**src/rtl/bgi_pkg.sv**
```systemverilog
// Shared types and constants for the bilinear grid interpolator.
// No dependencies; imported by the controller, datapath and top level.
`default_nettype none

package bgi_pkg;

   localparam int MAX_X_POINTS = 16;
   localparam int MAX_Y_POINTS = 16;
   localparam int XIW = $clog2(MAX_X_POINTS);
   localparam int YIW = $clog2(MAX_Y_POINTS);
   localparam int CNT_W = 5;
   localparam int QW = 16;
   localparam int FW = QW + 1;
   localparam logic [FW-1:0] FRAC_ONE = FW'(1) << QW;
   localparam logic [CNT_W-1:0] DIV_LAST = CNT_W'(QW);

   localparam logic [1:0] CMD_WR_X = 2'd0;
   localparam logic [1:0] CMD_WR_Y = 2'd1;
   localparam logic [1:0] CMD_WR_CELL = 2'd2;
   localparam logic [1:0] CMD_QUERY = 2'd3;

   localparam logic AXIS_X = 1'b0;
   localparam logic AXIS_Y = 1'b1;

   typedef struct packed {
      logic       write_en;
      logic       load;
      logic       axis;
      logic [4:0] rd_idx;
      logic       scan_proc;
      logic       scan_first;
      logic       scan_last;
      logic [4:0] proc_idx;
      logic       div_init;
      logic       div_step;
      logic       div_last;
      logic [1:0] cell_sel;
      logic       cell_cap;
      logic [1:0] cap_sel;
      logic [2:0] mul_sel;
      logic       acc;
      logic [2:0] acc_sel;
   } dp_cmd_type;

   function automatic logic [CNT_W-1:0] clamp_count(input logic [CNT_W-1:0] v,
                                                    input logic [CNT_W-1:0] maxn);
      logic [CNT_W-1:0] n;
      n = v;
      if (n == '0) n = CNT_W'(1);
      if (n > maxn) n = maxn;
      return n;
   endfunction

endpackage

`default_nettype wire

```
**src/rtl/bgi_ctrl.sv**
```systemverilog
// Query sequencer: scan, divide, cell fetch and blend phases.
// Issues bgi_pkg::dp_cmd_type commands to bgi_datapath; uses bgi_pkg.
`default_nettype none

module bgi_ctrl (
   input  wire logic                         clock,
   input  wire logic                         reset,
   input  wire logic                         start,
   input  wire logic [1:0]                   command,
   input  wire logic [bgi_pkg::CNT_W-1:0]    x_count,
   input  wire logic [bgi_pkg::CNT_W-1:0]    y_count,
   output logic                              busy,
   output logic                              strobe,
   output bgi_pkg::dp_cmd_type               cmd
);
   import bgi_pkg::*;

   localparam logic [2:0] S_IDLE  = 3'd0;
   localparam logic [2:0] S_XSCAN = 3'd1;
   localparam logic [2:0] S_XDIV  = 3'd2;
   localparam logic [2:0] S_YSCAN = 3'd3;
   localparam logic [2:0] S_YDIV  = 3'd4;
   localparam logic [2:0] S_CELL  = 3'd5;
   localparam logic [2:0] S_BLEND = 3'd6;
   localparam logic [2:0] S_DONE  = 3'd7;

   logic [2:0] state_ff, state_in;
   logic [CNT_W-1:0] cnt_ff, cnt_in, n_sel, cnt_m1;

   assign cnt_m1 = cnt_ff - CNT_W'(1);
   assign n_sel  = (state_ff == S_YSCAN) ? y_count : x_count;

   always_comb begin
      state_in = state_ff;
      cnt_in   = cnt_ff + CNT_W'(1);
      cmd = '0;
      cmd.rd_idx   = cnt_ff;
      cmd.proc_idx = cnt_m1;
      cmd.cell_sel = cnt_ff[1:0];
      cmd.cap_sel  = cnt_m1[1:0];
      cmd.mul_sel  = cnt_ff[2:0];
      cmd.acc_sel  = cnt_m1[2:0];
      cmd.axis = (state_ff == S_YSCAN || state_ff == S_YDIV) ? AXIS_Y : AXIS_X;
      unique case (state_ff)
         S_IDLE: begin
            cnt_in = '0;
            if (start) begin
               if (command == CMD_QUERY) begin
                  cmd.load = 1'b1;
                  state_in = S_XSCAN;
               end else cmd.write_en = 1'b1;
            end
         end
         S_XSCAN, S_YSCAN: begin
            cmd.scan_proc  = cnt_ff != '0;
            cmd.scan_first = cnt_ff == CNT_W'(1);
            cmd.scan_last  = cnt_ff == n_sel;
            if (cnt_ff == n_sel) begin
               cnt_in = '0;
               state_in = (state_ff == S_XSCAN) ? S_XDIV : S_YDIV;
            end
         end
         S_XDIV, S_YDIV: begin
            cmd.div_init = cnt_ff == '0;
            cmd.div_step = cnt_ff != '0;
            cmd.div_last = cnt_ff == DIV_LAST;
            if (cnt_ff == DIV_LAST) begin
               cnt_in = '0;
               state_in = (state_ff == S_XDIV) ? S_YSCAN : S_CELL;
            end
         end
         S_CELL: begin
            cmd.cell_cap = cnt_ff != '0;
            if (cnt_ff == CNT_W'(4)) begin
               cnt_in = '0;
               state_in = S_BLEND;
            end
         end
         S_BLEND: begin
            cmd.acc = cnt_ff != '0;
            if (cnt_ff == CNT_W'(6)) begin
               cnt_in = '0;
               state_in = S_DONE;
            end
         end
         default: begin
            cnt_in = '0;
            state_in = S_IDLE;
         end
      endcase
   end

   always_ff @(posedge clock) begin
      if (reset) begin
         state_ff <= S_IDLE;
         cnt_ff   <= '0;
      end else begin
         state_ff <= state_in;
         cnt_ff   <= cnt_in;
      end
   end

   assign busy   = state_ff != S_IDLE;
   assign strobe = state_ff == S_DONE;

   a_query_goes_busy: assert property (@(posedge clock) disable iff (reset)
      (start && !busy && command == CMD_QUERY) |=> busy)
      else $error("query not started");
   a_write_stays_idle: assert property (@(posedge clock) disable iff (reset)
      (start && !busy && command != CMD_QUERY) |=> !busy)
      else $error("write left idle");
   a_strobe_then_idle: assert property (@(posedge clock) disable iff (reset)
      strobe |=> !busy && !strobe)
      else $error("result not single cycle");
   a_strobe_after_blend: assert property (@(posedge clock) disable iff (reset)
      strobe |-> $past(state_ff) == S_BLEND)
      else $error("result without blend");

endmodule

`default_nettype wire

```
**config.mk**
```make
export PLATFORM = sky130hd
export DESIGN_NAME = bgi_ctrl
export DESIGN_NICKNAME = d
export VERILOG_FILES = /design/src/rtl/bgi_pkg.sv /design/src/rtl/bgi_ctrl.sv
export SDC_FILE = /design/constraint.sdc
export NUM_CORES = 1
export LEC_CHECK = 0
export BUFFER_PORTS_ARGS = -buffer_cell sky130_fd_sc_hd__buf_2
export CAP_MARGIN = 20
export CORE_MARGIN = 1.5
export CORE_UTILIZATION = 50
export CTS_BUF_LIST = sky130_fd_sc_hd__clkbuf_2
export DETAILED_ROUTE_END_ITERATION = 7
export PLACE_DENSITY = 0.87
export SLEW_MARGIN = 20
export SYNTH_ARGS = -nofsm -noshare
export SYNTH_HDL_FRONTEND = slang
export SYNTH_SLANG_ARGS = --single-unit
```
**constraint.sdc**
```tcl
create_clock -name clock -period 4.5 [get_ports clock]
set_input_delay 0.225 -clock clock [delete_from_list [all_inputs] [get_ports clock]]
set_output_delay 0.225 -clock clock [all_outputs]
set_load 0.02 [all_outputs]
```
==> flow_summary_export.csv <==
group,metric,value,unit
clocking,cts_hold_buf,0,
worst_setup_path,max_stage_delay,0.58,ns
detailed_routing,drcViolationCount,0,
worst_setup_path,start_kind,"flop",
detailed_routing,wire_per_inst,13.0,um
grt,grt_max_degree,16,
detailed_routing,drt_iter0_drc,38,
clocking,cts_buffer_depth,2,
cells_and_area,syn2layout_area_growth,18.7,%
logic_synthesis,synth_flop_cell,"dfxtp_1",
floorplanning,die_w,45.8,um
detailed_routing,num_vias,1005,
detailed_routing,wirelength,2.28,mm
worst_hold_path,hold_end,"state_ff[2]",
timing,finalMaxSlewViolations,0,
worst_hold_path,min_delay_path_depth,2,
timing,skew,0.0170,ns
cells_and_area,drive_gt1_share,35.8,%
timing,fmax,418,MHz
floorplanning,pin_count,48,
placed_design,routabilityCongestion,0.845,
cells_and_area,multi_input_area,621,um^2
logic_synthesis,synth.area.top_cells,"dfxtp_1, buf_4, ha_1",
timing,fin_ws,2.11,ns
worst_hold_path,hp-class,"in -> reg",
placed_design,io_buffers,47,
logic_synthesis,yosysTopAreaCellShare,17.5,%
worst_setup_path,r2r_setup_slack,2.29,ns
worst_setup_path,reg2reg_depth,7,
logic_synthesis,yosys_warnings,0,
worst_setup_path,r2r_end,"state_ff[0]",
worst_setup_path,path_cells,"nand3b_4 -> mux2i_1 -> a211o_1 -> or3_1 -> nor2_1 -> buf_2",
logic_synthesis,yosys.cell_count.top_type,"buf_4",
worst_setup_path,required,4.28,ns
detailed_routing,drtAntennaViolNets,0,
power_and_ir_drop,leakage,0.000552,uW
grt,grt_pass1_wl,3.52,mm
timing,post-route-min-period,2.39,ns
clocking,cts_setup_buffers,0,
timing,post-route-period-util,53.1,%
floorplanning,core-area,0.00173,mm^2
cells_and_area,fill_cells,164,
worst_setup_path,crit_slowest_cell,"dfxtp_1",
logic_synthesis,synth_area,917,um^2
logic_synthesis,ys_seq_area_share,17.5,%
worst_setup_path,r2r_start,"cnt_ff[0]",
logic_synthesis,async_flop_share,0,%
clocking,cts-resized-gates,0,
floorplanning,die_height,45.8,um
clocking,cts-root-buf,"clkbuf_2",
grt,grt_util_all_layers,23.0,%
floorplanning,dieArea,0.00210,mm^2
grt,overflow,0,
cells_and_area,final-seq-area,160,um^2
run_status,status,"finished clean",
clocking,cts_buffers,3,
placed_design,dp_worst_setup_slack,2.37,ns
placed_design,hpwl,1.75,mm
detailed_routing,avgViaCountPerCell,5.71,
worst_setup_path,cp.arrival,2.17,ns
grt,first_global_vias,826,
clocking,cts_sinks,8,
logic_synthesis,syn_avg_cell_area,7.77,um^2
power_and_ir_drop,worst_ir_drop_vdd,0.000175,V
logic_synthesis,synthTopCellsByCount,"buf_4, nor2_1, dfxtp_1, a211oi_1, nand2_1",
logic_synthesis,syn_nets,138,
floorplanning,initial_core_util,53.1,%
clocking,cts_tree,"done",
logic_synthesis,synth_edf_count,0,
timing,setup_tns,0,ns
clocking,clkTransAtPathRegs,0.10,ns
logic_synthesis,ys_ff_latch,8,
detailed_routing,drt_first_pass_iters,4,
logic_synthesis,synth_cell_types,41,
timing,slew_headroom,62.7,%
logic_synthesis,synthCells,118,
power_and_ir_drop,power_per_cell_area,338,mW/mm^2
clocking,clkLatencyLatePin,0.26,ns
clocking,htree_levels,1,
logic_synthesis,synth_area_leader_cell,"dfxtp_1",
timing,hold_viol_final,0,
worst_setup_path,end_kind,"primary output",
floorplanning,row_count,15,
timing,rsz0062_at_grt,"no",
timing,final-setup-viol-count,0,
worst_setup_path,path_class,"reg -> out",
cells_and_area,antenna_cells,0,
run,timing.max_cap.violations,0,
cells_and_area,nets,173,
worst_setup_path,path_max_fanout,15,
timing,tightest_slew,0.557,ns
worst_hold_path,min-delay-start,"reset",
grt,antenna_found_initial,0,
==> layout make-up <==
type	count	share of cell area, %
multi-input combinational	86	57.0
timing repair buffer	47	21.6
sequential	8	14.7
tap	25	2.87
inverter	7	2.41
clock buffer	3	1.38
==> where the power goes <==
group	leakage, uW	total (uW)	switching, uW	internal (uW)
Combinational	0.000474	219	141	77.8
Clock	0.0000125	46.3	28.1	18.2
Sequential	0.0000649	103	24.4	78.6
==> placed cells by master, fill, tap and decap left out, types with 3 or more instances in the layout <==
cell,n
nor3_1,3
inv_1,6
nand3_1,4
ha_1,5
a211oi_1,7
clkbuf_2,3
a21oi_1,4
xnor2_1,6
nand2_1,7
nand2b_1,4
buf_2,47
nor2_1,11
dfxtp_1,8
xor2_1,3
==> through the flow <==
stage | power, uW | hold slack, ns | cell area (um^2) | util [%] | instances
after detailed placement | 323 | 0.549 | 1070 | 62.2 | 173
after global routing | 395 | 0.278 | 1090 | 63.0 | 176
after floorplan | 282 | 0.540 | 917 | - | 118
after global placement | 316 | 0.530 | 1070 | 62.2 | 173
after CTS | 367 | 0.278 | 1090 | 63.0 | 176
final | 368 | 0.274 | 1090 | 63.0 | 176
==> state kept, by name (all words and copies together) (netlist names) <==
| signal | count |
|---|---|
| cnt_ff | 5 |
| state_ff | 3 |
==> worst max path at each step <==
stage / start / end
2_1_floorplan: cnt_ff[0] / cmd[3]
3_3_place_gp: cnt_ff[0] / state_ff[0]
3_5_place_dp: cnt_ff[0] / state_ff[0]
4_1_cts: state_ff[2] / cmd[20]
5_1_grt: state_ff[2] / cmd[20]
6_report: state_ff[2] / cmd[20]
==> worst max-delay path, delay by kind of cell (launching register included) <==
kind                   cells  cell delay [ns]
DFF                        1             0.58
AOI/OAI and AO/OA          1             0.34
muxes                      1             0.10
and+or+nand+nor            3             0.72
buffers and inverters      1             0.16
==> per-layer routing <==
metal  wire length [um]  GRT usage, %
met5                  0             0
met4                 55          10.3
met3                203          5.16
met2               1090          38.3
met1                936          27.9
==> kinds of logic after synthesis <==
group / count (synthesis) / share of synthesized area (%)
mux: 2 / 2.18
simple gates: 45 / 28.8
flops: 8 / 17.5
fa+ha+maj: 5 / 6.82
compound gates: 25 / 21.3
xor+xnor: 9 / 8.60
buf+inv: 24 / 14.9
No activity file was read; power rests on OpenSTA's default activity.
